### src/rtl/core/pipc_pkg.sv
`timescale 1ns / 1ps
// ----------------------------------------------------------------------------
// Point-in-polygon package
// Shared widths, codes, payload words and the control and status words
// that pass between the controller and the datapath.
// ----------------------------------------------------------------------------
package pipc_pkg;

   // Fixed field widths.
   localparam int COORD_WIDTH      = 16;
   localparam int INDEX_W          = 6;
   localparam int VCOUNT_W         = 7;
   localparam int CROSS_W          = 7;
   localparam int MAX_VERTICES_DEF = 64;

   // Opcodes of a request word.
   localparam logic OP_LOAD  = 1'b0;
   localparam logic OP_QUERY = 1'b1;

   // Register index on the control port (address bit 2).
   localparam logic CSR_VERTEX_COUNT = 1'b0;

   typedef struct packed {
      logic                          opcode;
      logic [INDEX_W-1:0]            vertex_index;
      logic signed [COORD_WIDTH-1:0] coord_x;
      logic signed [COORD_WIDTH-1:0] coord_y;
   } pipc_req_type;

   typedef struct packed {
      logic               inside_res;
      logic [CROSS_W-1:0] crossing_count;
   } pipc_rsp_type;

   typedef struct packed {
      logic signed [COORD_WIDTH-1:0] x;
      logic signed [COORD_WIDTH-1:0] y;
   } pipc_vertex_type;

   typedef struct packed {
      logic wr_en;        // write the request vertex into the store
      logic rd_en;        // read one vertex from the store
      logic rd_first;     // the vertex read is vertex zero
      logic start_query;  // latch the test point and clear the count
      logic close_edge;   // push the closing edge, last vertex to first
      logic load_result;  // move the count into the output register
   } pipc_cmd_type;

   typedef struct packed {
      logic pipe_busy;    // an edge is still in the compare pipeline
   } pipc_status_type;

endpackage

### src/rtl/core/point_in_polygon_crossing.sv
`timescale 1ns / 1ps
// ----------------------------------------------------------------------------
// Point-in-polygon crossing-number test
// Loads polygon vertices into a store and answers point queries with the
// crossing count and its parity.
//
//   Channel   Direction  Handshake           Word
//   req_      in         req_valid/stall     opcode, vertex_index, x, y
//   rsp_      out        rsp_valid/stall     inside_res, crossing_count
//   csr       in/out     APB psel/penable    vertex_count at address 0
//
// A query walks the n vertices in order: the vertex memory's single read
// port delivers one vertex, and so one edge, per cycle, and the drain then
// waits until the last edges have left the compare pipeline. A query with
// fewer than three vertices skips the walk and goes straight to the result.
// Reset is synchronous and clears the vertex count; the vertex store is
// not cleared. A stalled response holds its word, while loads are still
// accepted; a further query finishes only after that word is taken.
// ----------------------------------------------------------------------------
module point_in_polygon_crossing #(
   parameter int MAX_VERTICES = pipc_pkg::MAX_VERTICES_DEF
) (
   input  logic                   clock,
   input  logic                   reset,
   input  logic                   req_valid,
   output logic                   req_stall,
   input  pipc_pkg::pipc_req_type req_payload,
   output logic                   rsp_valid,
   input  logic                   rsp_stall,
   output pipc_pkg::pipc_rsp_type rsp_payload,
   input  logic                   psel,
   input  logic                   penable,
   input  logic                   pwrite,
   input  logic [2:0]             paddr,
   input  logic [31:0]            pwdata,
   output logic [31:0]            prdata,
   output logic                   pready
);
   import pipc_pkg::*;

   localparam int ADDR_W = $clog2(MAX_VERTICES);

   logic [VCOUNT_W-1:0] vertex_count_ff, vertex_count_in;
   logic                csr_write;
   logic                csr_sel_count;
   pipc_cmd_type        cmd;
   pipc_status_type     status;
   logic [ADDR_W-1:0]   rd_addr;

   // Control register port; address bits 1:0 are byte lanes.
   assign pready        = 1'b1;
   assign csr_sel_count = (paddr[2] == CSR_VERTEX_COUNT);
   assign csr_write     = psel && penable && pwrite && pready;

   always_comb begin
      vertex_count_in = vertex_count_ff;
      if (csr_write && csr_sel_count) begin
         vertex_count_in = pwdata[VCOUNT_W-1:0];
      end
   end

   always_ff @(posedge clock) begin
      if (reset) begin
         vertex_count_ff <= '0;
      end else begin
         vertex_count_ff <= vertex_count_in;
      end
   end

   assign prdata = csr_sel_count ? 32'(vertex_count_ff) : '0;

   // Controller.
   pipc_ctrl #(
      .MAX_VERTICES (MAX_VERTICES)
   ) u_ctrl (
      .clock        (clock),
      .reset        (reset),
      .req_valid    (req_valid),
      .req_opcode   (req_payload.opcode),
      .req_stall    (req_stall),
      .vertex_count (vertex_count_ff),
      .rsp_valid    (rsp_valid),
      .rsp_stall    (rsp_stall),
      .status       (status),
      .cmd          (cmd),
      .rd_addr      (rd_addr)
   );

   // Datapath.
   pipc_datapath #(
      .MAX_VERTICES (MAX_VERTICES)
   ) u_datapath (
      .clock       (clock),
      .reset       (reset),
      .cmd         (cmd),
      .rd_addr     (rd_addr),
      .req_payload (req_payload),
      .status      (status),
      .rsp_payload (rsp_payload)
   );

endmodule

### src/rtl/core/pipc_ram.sv
`timescale 1ns / 1ps
// ----------------------------------------------------------------------------
// Generic single-port-write RAM
// One write port and one read port with registered read data.
// ----------------------------------------------------------------------------
module pipc_ram #(
   parameter int WIDTH = 32,
   parameter int DEPTH = 64
) (
   input  logic                     clock,
   input  logic                     wr_en,
   input  logic [$clog2(DEPTH)-1:0] wr_addr,
   input  logic [WIDTH-1:0]         wr_data,
   input  logic [$clog2(DEPTH)-1:0] rd_addr,
   output logic [WIDTH-1:0]         rd_data
);

   logic [WIDTH-1:0] mem_ff [DEPTH];
   logic [WIDTH-1:0] rd_data_ff;

   // Write port.
   always_ff @(posedge clock) begin
      if (wr_en) begin
         mem_ff[wr_addr] <= wr_data;
      end
   end

   // Registered read port.
   always_ff @(posedge clock) begin
      rd_data_ff <= mem_ff[rd_addr];
   end

   assign rd_data = rd_data_ff;

endmodule

### src/rtl/core/pipc_datapath.sv
`timescale 1ns / 1ps
// ----------------------------------------------------------------------------
// Point-in-polygon datapath
// Holds the vertex store, forms one edge per cycle, tests it against the
// test point with an exact cross-multiplication and counts crossings.
// ----------------------------------------------------------------------------
module pipc_datapath #(
   parameter int MAX_VERTICES = pipc_pkg::MAX_VERTICES_DEF
) (
   input  logic                            clock,
   input  logic                            reset,
   input  pipc_pkg::pipc_cmd_type          cmd,
   input  logic [$clog2(MAX_VERTICES)-1:0] rd_addr,
   input  pipc_pkg::pipc_req_type          req_payload,
   output pipc_pkg::pipc_status_type       status,
   output pipc_pkg::pipc_rsp_type          rsp_payload
);
   import pipc_pkg::*;

   localparam int ADDR_W = $clog2(MAX_VERTICES);
   localparam int CNT_W  = $clog2(MAX_VERTICES + 1);
   localparam int SAT_W  = (CNT_W > CROSS_W) ? CNT_W : CROSS_W;
   localparam int DIFF_W = COORD_WIDTH + 1;
   localparam int PROD_W = 2 * DIFF_W;
   localparam int VTX_W  = 2 * COORD_WIDTH;

   logic                     slot_ok;
   logic                     ram_we;
   pipc_vertex_type          wr_vertex;
   logic [VTX_W-1:0]         rd_data;
   pipc_vertex_type          rd_vertex;

   logic                     rdv_ff;
   logic                     rdfirst_ff;
   pipc_vertex_type          first_ff;
   pipc_vertex_type          prev_ff;
   logic signed [COORD_WIDTH-1:0] px_ff;
   logic signed [COORD_WIDTH-1:0] py_ff;

   logic                     push;
   pipc_vertex_type          edge_start;
   pipc_vertex_type          edge_end;
   logic                     up;
   logic                     down;
   logic                     hit;
   logic signed [DIFF_W-1:0] dy;
   logic signed [DIFF_W-1:0] dxp;
   logic signed [DIFF_W-1:0] dxe;
   logic signed [DIFF_W-1:0] dyp;

   logic                     a_valid_ff;
   logic                     a_up_ff;
   logic signed [DIFF_W-1:0] a_dy_ff;
   logic signed [DIFF_W-1:0] a_dxp_ff;
   logic signed [DIFF_W-1:0] a_dxe_ff;
   logic signed [DIFF_W-1:0] a_dyp_ff;

   logic                     b_valid_ff;
   logic                     b_up_ff;
   logic signed [PROD_W-1:0] b_lhs_ff;
   logic signed [PROD_W-1:0] b_rhs_ff;

   logic                     crossing;
   logic [CNT_W-1:0]         count_ff;
   logic [SAT_W-1:0]         count_wide;
   logic [CROSS_W-1:0]       count_sat;
   pipc_rsp_type             rsp_ff;

   // Vertex store write: loads beyond the store are dropped.
   assign slot_ok     = int'(req_payload.vertex_index) < MAX_VERTICES;
   assign ram_we      = cmd.wr_en && slot_ok;
   assign wr_vertex.x = req_payload.coord_x;
   assign wr_vertex.y = req_payload.coord_y;

   pipc_ram #(
      .WIDTH (VTX_W),
      .DEPTH (MAX_VERTICES)
   ) u_vertex_ram (
      .clock   (clock),
      .wr_en   (ram_we),
      .wr_addr (ADDR_W'(req_payload.vertex_index)),
      .wr_data (wr_vertex),
      .rd_addr (rd_addr),
      .rd_data (rd_data)
   );

   assign rd_vertex = pipc_vertex_type'(rd_data);

   // Read data arrives in the cycle after the read command.
   always_ff @(posedge clock) begin
      if (reset) begin
         rdv_ff <= 1'b0;
      end else begin
         rdv_ff <= cmd.rd_en;
      end
      rdfirst_ff <= cmd.rd_first;
   end

   // Test point, first vertex and previous vertex.
   always_ff @(posedge clock) begin
      if (cmd.start_query) begin
         px_ff <= req_payload.coord_x;
         py_ff <= req_payload.coord_y;
      end
      if (rdv_ff) begin
         prev_ff <= rd_vertex;
         if (rdfirst_ff) begin
            first_ff <= rd_vertex;
         end
      end
   end

   // Edge selection: a fresh vertex closes an edge from the previous one,
   // and the closing command pairs the last vertex with vertex zero.
   assign push       = (rdv_ff && !rdfirst_ff) || cmd.close_edge;
   assign edge_start = prev_ff;
   assign edge_end   = cmd.close_edge ? first_ff : rd_vertex;

   // Half-open span test and the differences for the crossing position.
   always_comb begin
      dy   = DIFF_W'(edge_end.y) - DIFF_W'(edge_start.y);
      dxp  = DIFF_W'(px_ff) - DIFF_W'(edge_start.x);
      dxe  = DIFF_W'(edge_end.x) - DIFF_W'(edge_start.x);
      dyp  = DIFF_W'(py_ff) - DIFF_W'(edge_start.y);
      up   = edge_end.y > edge_start.y;
      down = edge_end.y < edge_start.y;
      hit  = (up && (edge_start.y <= py_ff) && (py_ff < edge_end.y)) ||
             (down && (edge_start.y > py_ff) && (py_ff >= edge_end.y));
   end

   // Stage A: edges that span the point's row.
   always_ff @(posedge clock) begin
      if (reset) begin
         a_valid_ff <= 1'b0;
      end else begin
         a_valid_ff <= push && hit;
      end
      a_up_ff  <= up;
      a_dy_ff  <= dy;
      a_dxp_ff <= dxp;
      a_dxe_ff <= dxe;
      a_dyp_ff <= dyp;
   end

   // Stage B: the two cross products.
   always_ff @(posedge clock) begin
      if (reset) begin
         b_valid_ff <= 1'b0;
      end else begin
         b_valid_ff <= a_valid_ff;
      end
      b_up_ff  <= a_up_ff;
      b_lhs_ff <= a_dxp_ff * a_dy_ff;
      b_rhs_ff <= a_dxe_ff * a_dyp_ff;
   end

   // Stage C: the crossing is right of the point when the products order
   // the same way as the edge direction says.
   assign crossing = b_valid_ff &&
                     ((b_up_ff && (b_lhs_ff < b_rhs_ff)) ||
                      (!b_up_ff && (b_lhs_ff > b_rhs_ff)));

   always_ff @(posedge clock) begin
      if (cmd.start_query) begin
         count_ff <= '0;
      end else if (crossing) begin
         count_ff <= count_ff + CNT_W'(1);
      end
   end

   // Output register, count saturated to the field width.
   assign count_wide = SAT_W'(count_ff);
   assign count_sat  = (count_wide > SAT_W'({CROSS_W{1'b1}})) ?
                       {CROSS_W{1'b1}} : count_wide[CROSS_W-1:0];

   always_ff @(posedge clock) begin
      if (cmd.load_result) begin
         rsp_ff.inside_res     <= count_ff[0];
         rsp_ff.crossing_count <= count_sat;
      end
   end

   assign rsp_payload      = rsp_ff;
   assign status.pipe_busy = a_valid_ff || b_valid_ff;

endmodule

### src/rtl/core/pipc_ctrl.sv
`timescale 1ns / 1ps
// ----------------------------------------------------------------------------
// Point-in-polygon controller
// Accepts request words, sequences the vertex walk of a query and hands
// the result to the response channel.
// ----------------------------------------------------------------------------
module pipc_ctrl #(
   parameter int MAX_VERTICES = pipc_pkg::MAX_VERTICES_DEF
) (
   input  logic                              clock,
   input  logic                              reset,
   input  logic                              req_valid,
   input  logic                              req_opcode,
   output logic                              req_stall,
   input  logic [pipc_pkg::VCOUNT_W-1:0]     vertex_count,
   output logic                              rsp_valid,
   input  logic                              rsp_stall,
   input  pipc_pkg::pipc_status_type         status,
   output pipc_pkg::pipc_cmd_type            cmd,
   output logic [$clog2(MAX_VERTICES)-1:0]   rd_addr
);
   import pipc_pkg::*;

   localparam int ADDR_W  = $clog2(MAX_VERTICES);
   localparam int NCNT_W  = $clog2(MAX_VERTICES + 1);
   localparam int VC_W    = (NCNT_W > VCOUNT_W) ? NCNT_W : VCOUNT_W;
   localparam int STATE_W = 3;

   localparam logic [STATE_W-1:0] S_IDLE   = 3'd0;
   localparam logic [STATE_W-1:0] S_WALK   = 3'd1;
   localparam logic [STATE_W-1:0] S_TAIL   = 3'd2;
   localparam logic [STATE_W-1:0] S_CLOSE  = 3'd3;
   localparam logic [STATE_W-1:0] S_DRAIN  = 3'd4;
   localparam logic [STATE_W-1:0] S_FINISH = 3'd5;

   logic [STATE_W-1:0] state_ff, state_in;
   logic [NCNT_W-1:0]  n_ff, n_in;
   logic [NCNT_W-1:0]  rd_idx_ff, rd_idx_in;
   logic               rsp_valid_ff, rsp_valid_in;
   logic               accept;
   logic [VC_W-1:0]    vc_wide;
   logic [VC_W-1:0]    vc_clamp;
   logic [NCNT_W-1:0]  n_clamp;
   logic               out_free;

   // A count above the store size uses the whole store.
   assign vc_wide  = VC_W'(vertex_count);
   assign vc_clamp = (vc_wide > VC_W'(MAX_VERTICES)) ? VC_W'(MAX_VERTICES) : vc_wide;
   assign n_clamp  = NCNT_W'(vc_clamp);

   assign req_stall = (state_ff != S_IDLE);
   assign accept    = req_valid && !req_stall;
   assign out_free  = !rsp_valid_ff || !rsp_stall;
   assign rd_addr   = rd_idx_ff[ADDR_W-1:0];

   // Next-state and command logic.
   always_comb begin
      state_in     = state_ff;
      n_in         = n_ff;
      rd_idx_in    = rd_idx_ff;
      rsp_valid_in = rsp_valid_ff && rsp_stall;
      cmd          = '0;
      unique case (state_ff)
         S_IDLE: begin
            if (accept) begin
               if (req_opcode == OP_LOAD) begin
                  cmd.wr_en = 1'b1;
               end else begin
                  cmd.start_query = 1'b1;
                  n_in            = n_clamp;
                  rd_idx_in       = '0;
                  state_in        = (n_clamp >= NCNT_W'(3)) ? S_WALK : S_FINISH;
               end
            end
         end
         S_WALK: begin
            cmd.rd_en    = 1'b1;
            cmd.rd_first = (rd_idx_ff == '0);
            rd_idx_in    = rd_idx_ff + NCNT_W'(1);
            if (rd_idx_ff == n_ff - NCNT_W'(1)) begin
               state_in = S_TAIL;
            end
         end
         S_TAIL: begin
            state_in = S_CLOSE;
         end
         S_CLOSE: begin
            cmd.close_edge = 1'b1;
            state_in       = S_DRAIN;
         end
         S_DRAIN: begin
            if (!status.pipe_busy) begin
               state_in = S_FINISH;
            end
         end
         S_FINISH: begin
            if (out_free) begin
               cmd.load_result = 1'b1;
               rsp_valid_in    = 1'b1;
               state_in        = S_IDLE;
            end
         end
         default: begin
            state_in = S_IDLE;
         end
      endcase
   end

   // Control registers.
   always_ff @(posedge clock) begin
      if (reset) begin
         state_ff     <= S_IDLE;
         rsp_valid_ff <= 1'b0;
         n_ff         <= '0;
         rd_idx_ff    <= '0;
      end else begin
         state_ff     <= state_in;
         rsp_valid_ff <= rsp_valid_in;
         n_ff         <= n_in;
         rd_idx_ff    <= rd_idx_in;
      end
   end

   assign rsp_valid = rsp_valid_ff;

`ifndef SYNTHESIS
   // Reads stay inside the vertices in use.
   a_read_in_range: assert property (@(posedge clock) disable iff (reset)
      cmd.rd_en |-> (rd_idx_ff < n_ff))
      else $error("vertex read beyond the vertex count");

   // No edge is left in the compare pipeline once the block is idle.
   a_idle_drained: assert property (@(posedge clock) disable iff (reset)
      (state_ff == S_IDLE) |-> !status.pipe_busy)
      else $error("compare pipeline busy while idle");

   // A result appears only when the walk has finished.
   a_result_after_walk: assert property (@(posedge clock) disable iff (reset)
      $rose(rsp_valid_ff) |-> $past(state_ff == S_FINISH))
      else $error("result raised outside the finish step");

   // A new result never overwrites one that is still waiting.
   a_no_overwrite: assert property (@(posedge clock) disable iff (reset)
      cmd.load_result |-> !(rsp_valid_ff && rsp_stall))
      else $error("result overwritten while stalled");
`endif

endmodule

### config.mk
export PLATFORM = sky130hd
export DESIGN_NAME = point_in_polygon_crossing
export DESIGN_NICKNAME = d
export VERILOG_FILES = /design/src/rtl/core/pipc_pkg.sv /design/src/rtl/core/point_in_polygon_crossing.sv /design/src/rtl/core/pipc_ram.sv /design/src/rtl/core/pipc_datapath.sv /design/src/rtl/core/pipc_ctrl.sv
export SDC_FILE = /design/constraint.sdc
export NUM_CORES = 2
export LEC_CHECK = 0
export BUFFER_PORTS_ARGS = -buffer_cell sky130_fd_sc_hd__buf_2
export CELL_PAD_IN_SITES_DETAIL_PLACEMENT = 1
export CELL_PAD_IN_SITES_GLOBAL_PLACEMENT = 1
export CORE_MARGIN = 1.5
export CORE_UTILIZATION = 50
export DETAILED_ROUTE_END_ITERATION = 7
export PLACE_DENSITY = 0.75
export SYNTH_ARGS = -nofsm -noshare
export SYNTH_HDL_FRONTEND = slang
export SYNTH_SLANG_ARGS = --single-unit
### constraint.sdc
create_clock -name clock -period 7.4 [get_ports clock]
set_input_delay 0.74 -clock clock [delete_from_list [all_inputs] [get_ports clock]]
set_output_delay 0.74 -clock clock [all_outputs]
set_load 0.02 [all_outputs]
==> run_results.csv <==
group,metric,value,unit
routing,ant_nets,0,
clock_network,cts_setup_buffers,0,
layout,multi_input_area,40500,sq um
place,place_hpwl,185000,um
layout,syn_to_final_growth,11.0,%
synth,synth_compound_area_share,2.46,%
floorplanning,die_x,478,um
worst_setup_path,crit_type,"reg2reg",
synth,synth_cells,6670,
grt,grt_use_total,26.2,%
synth,synthAdderAreaFrac,13.8,%
worst_setup_path,cp-end-kind,"register",
synth,yosys_warnings,0,
floorplanning,core-area,224000,sq um
clock_network,ctsRootBufferMaster,"clkbuf_16",
synth,netlist.area_leader.share,57.3,%
floorplanning,die-area,228000,sq um
synth,synth_area_leader_cell,"edfxtp_1",
routing,vias,60200,
sta,setup_viol,0,
clock_network,post_cts_resized,0,
floorplanning,dieHeight,478,um
worst_setup_path,cp_data_required_time,8.08,ns
clock_network,hold_buffers,0,
sta,max_freq,146,MHz
synth,synth_top_family_by_area,"adder cells",
routing,drc_errors,0,
clock_network,clk_pin_slew_worst_paths,0.06,ns
place,gp_congestion,0.863,
synth,synth_enable_flop_cells,2152,
place,port_buffers,70,
sta,final.min_clock_period,6.84,ns
worst_setup_path,worst-r2r-cell-count,21,
layout,fin_nets,7819,
run_status,status,"completed",
grt,overflow,0,
synth,yosysSeqAreaShare,61.0,%
grt,first_global_vias,64800,
clock_network,cts_max_level,4,
layout,fillers,20300,
flow_run,max-cap-violations,0,
synth,synth-main-ff-cell,"edfxtp_1",
grt,grt_max_degree,95,
hold_path,hold_class,"in2reg",
sta,tightest_slew,1.39,ns
routing,dr.pass1.iters,6,
synth,ys_top_cells_by_count,"edfxtp_1, inv_1, mux4_2",
sta,rsz0062_at_grt,"no",
sta,report.final.slew_viol_count,0,
clock_network,clk_path_buf_depth,3,
worst_setup_path,cp-start-kind,"register",
floorplanning,initial_core_util,50.2,%
floorplanning,ios,124,
synth,synth_most_common_cell,"edfxtp_1",
worst_setup_path,crit_arrival,7.53,ns
routing,wire_per_inst,29.6,um
sta,hold_violations,0,
synth,synth_cell_type_count,77,
synth,synthMuxAreaShare,13.2,%
sta,finalCritPeriodShare,92.5,%
synth,synthXorXnorAreaFrac,0.986,%
clock_network,numCtsBuffers,230,
synth,syn_area,113000,sq um
synth,synth_seq_cells,2358,
floorplanning,row_count,174,
clock_network,insertion_delay,0.90,ns
synth,synth_simple_gate_area_share,4.92,%
grt,grt_pass1_wl,438000,um
synth,synthTopCellsByArea,"edfxtp_1, mux4_2, fa_1, dfxtp_1, ha_1",
clock_network,tritoncts,"yes",
synth,async_flop_share,0,%
sta,finClkSkew,0.107,ns
sta,fin_setup_tns,0,ns
routing,wirelength,297000,um
layout,ff_latch_area,68800,sq um
sta,slew-limit-headroom,7.28,%
layout,drive_gt1_share,18.3,%
clock_network,cts.sinks,2358,
worst_setup_path,path_max_fanout,17,
routing,drt-initial-drc-count,5842,
routing,viasPerCell,5.98,
grt,grt_antenna_before_repair,33,
synth,postSynthAreaPerCell,16.9,sq um
hold_path,hold_depth,3,
-- cells in the final DEF (no fill, tap or decap), types with 51 or more instances in the layout --
cell       Yosys  final
nor2_4         0     64
nand2_1      362    362
dfxtp_1      206    202
mux4_2       613    613
o21ai_0       82     82
clkinv_1       2     51
ha_1         290    290
clkbuf_16      0    231
and2_1       298    298
inv_1        745    745
mux2i_1       93     93
buf_4         28    134
xnor2_1      100    100
a21oi_1      117    117
nor2_1       186    122
buf_2         71     70
edfxtp_1    2152   2152
fa_1         596    596
-- through the flow --
step | util, % | area (sq um) | hold slack (ns) | worst slack, ns | cells
6_report | 55.8 | 125000 | 0.129 | 0.556 | 10100
2_1_floorplan | - | 113000 | 0.310 | 1.41 | 6694
3_5_place_dp | 52.3 | 117000 | 0.389 | 0.550 | 9612
3_3_place_gp | 52.3 | 117000 | 0.395 | 0.660 | 9612
4_1_cts | 55.8 | 125000 | 0.0769 | 0.562 | 10000
5_1_grt | 55.8 | 125000 | 0.121 | 0.195 | 10000
-- worst paths after layout --
kind / startpoint / to / slack (ns)
min reg2reg: u_datapath.a_up_ff / u_datapath.b_up_ff / 0.39
min: pwdata[5] / vertex_count_ff[5] / 0.13
max reg2reg: u_datapath.a_dxp_ff[6] / u_datapath.b_lhs_ff[32] / 0.56
max: u_datapath.a_dxp_ff[6] / u_datapath.b_lhs_ff[32] / 0.56
-- state kept, by name (all words and copies together), names as in the netlist, 16 cells and up --
register / flops
u_datapath.u_vertex_ram.rd_data: 32
u_datapath.edge_start: 32
u_datapath.u_vertex_ram.mem_ff: 2048
u_datapath.a_dyp_ff: 17
u_datapath.first_ff: 32
u_datapath.b_lhs_ff: 34
u_datapath.b_rhs_ff: 34
u_datapath.a_dxp_ff: 17
u_datapath.px_ff: 16
u_datapath.py_ff: 16
u_datapath.a_dy_ff: 17
u_datapath.a_dxe_ff: 17
-- critical path, cell delays in order, from the launching register on --
cell and delay [ns]:
dfxtp_1 0.84, and2_1 0.25, fa_1 0.42, inv_1 0.08
fa_1 0.43, fa_1 0.51, fa_1 0.55, inv_1 0.05
fa_1 0.47, inv_1 0.05, fa_1 0.47, inv_1 0.04
ha_1 0.34, a21o_1 0.23, a21oi_1 0.21, nor2b_1 0.09
o311a_1 0.38, o2111ai_1 0.36, nand4b_1 0.21, a221oi_1 0.48
nand3b_1 0.17, nand3_1 0.07
-- layout make-up --
class / instances / share of cell area [%]
multi-input combinational: 3300 / 32.3
sequential: 2358 / 54.9
clock inverter: 165 / 1.47
tap: 2992 / 2.99
timing repair buffer: 214 / 1.24
inverter: 748 / 2.24
clock buffer: 269 / 4.78
antenna: 9 / 0.0180
-- logic make-up (layout without fill, tap and decap cells) --
logic type | after synthesis | count (layout)
buffers and inverters | 1036 | 1396
AO/OA/AOI/OAI | 428 | 428
AND/OR/NAND/NOR | 1111 | 1111
flip-flops | 2358 | 2358
XOR/XNOR | 127 | 127
adder cells (fa/ha/maj) | 886 | 886
multiplexers | 722 | 722
other | 2 | 35
-- per-layer routing --
| layer | vias to the layer above | global-route usage, % | wire (um) |
|---|---|---|---|
| li1 | 24900 | - | - |
| met3 | 536 | 3.79 | 20200 |
| met2 | 2499 | 44.7 | 152000 |
| met1 | 32200 | 34.8 | 115000 |
| met4 | 10 | 8.52 | 10000 |
| met5 | - | 0 | 66 |
Power is left out: the tool's default activity adds up to more than one toggle a clock period on the data nets, which glitch-free logic cannot reach.
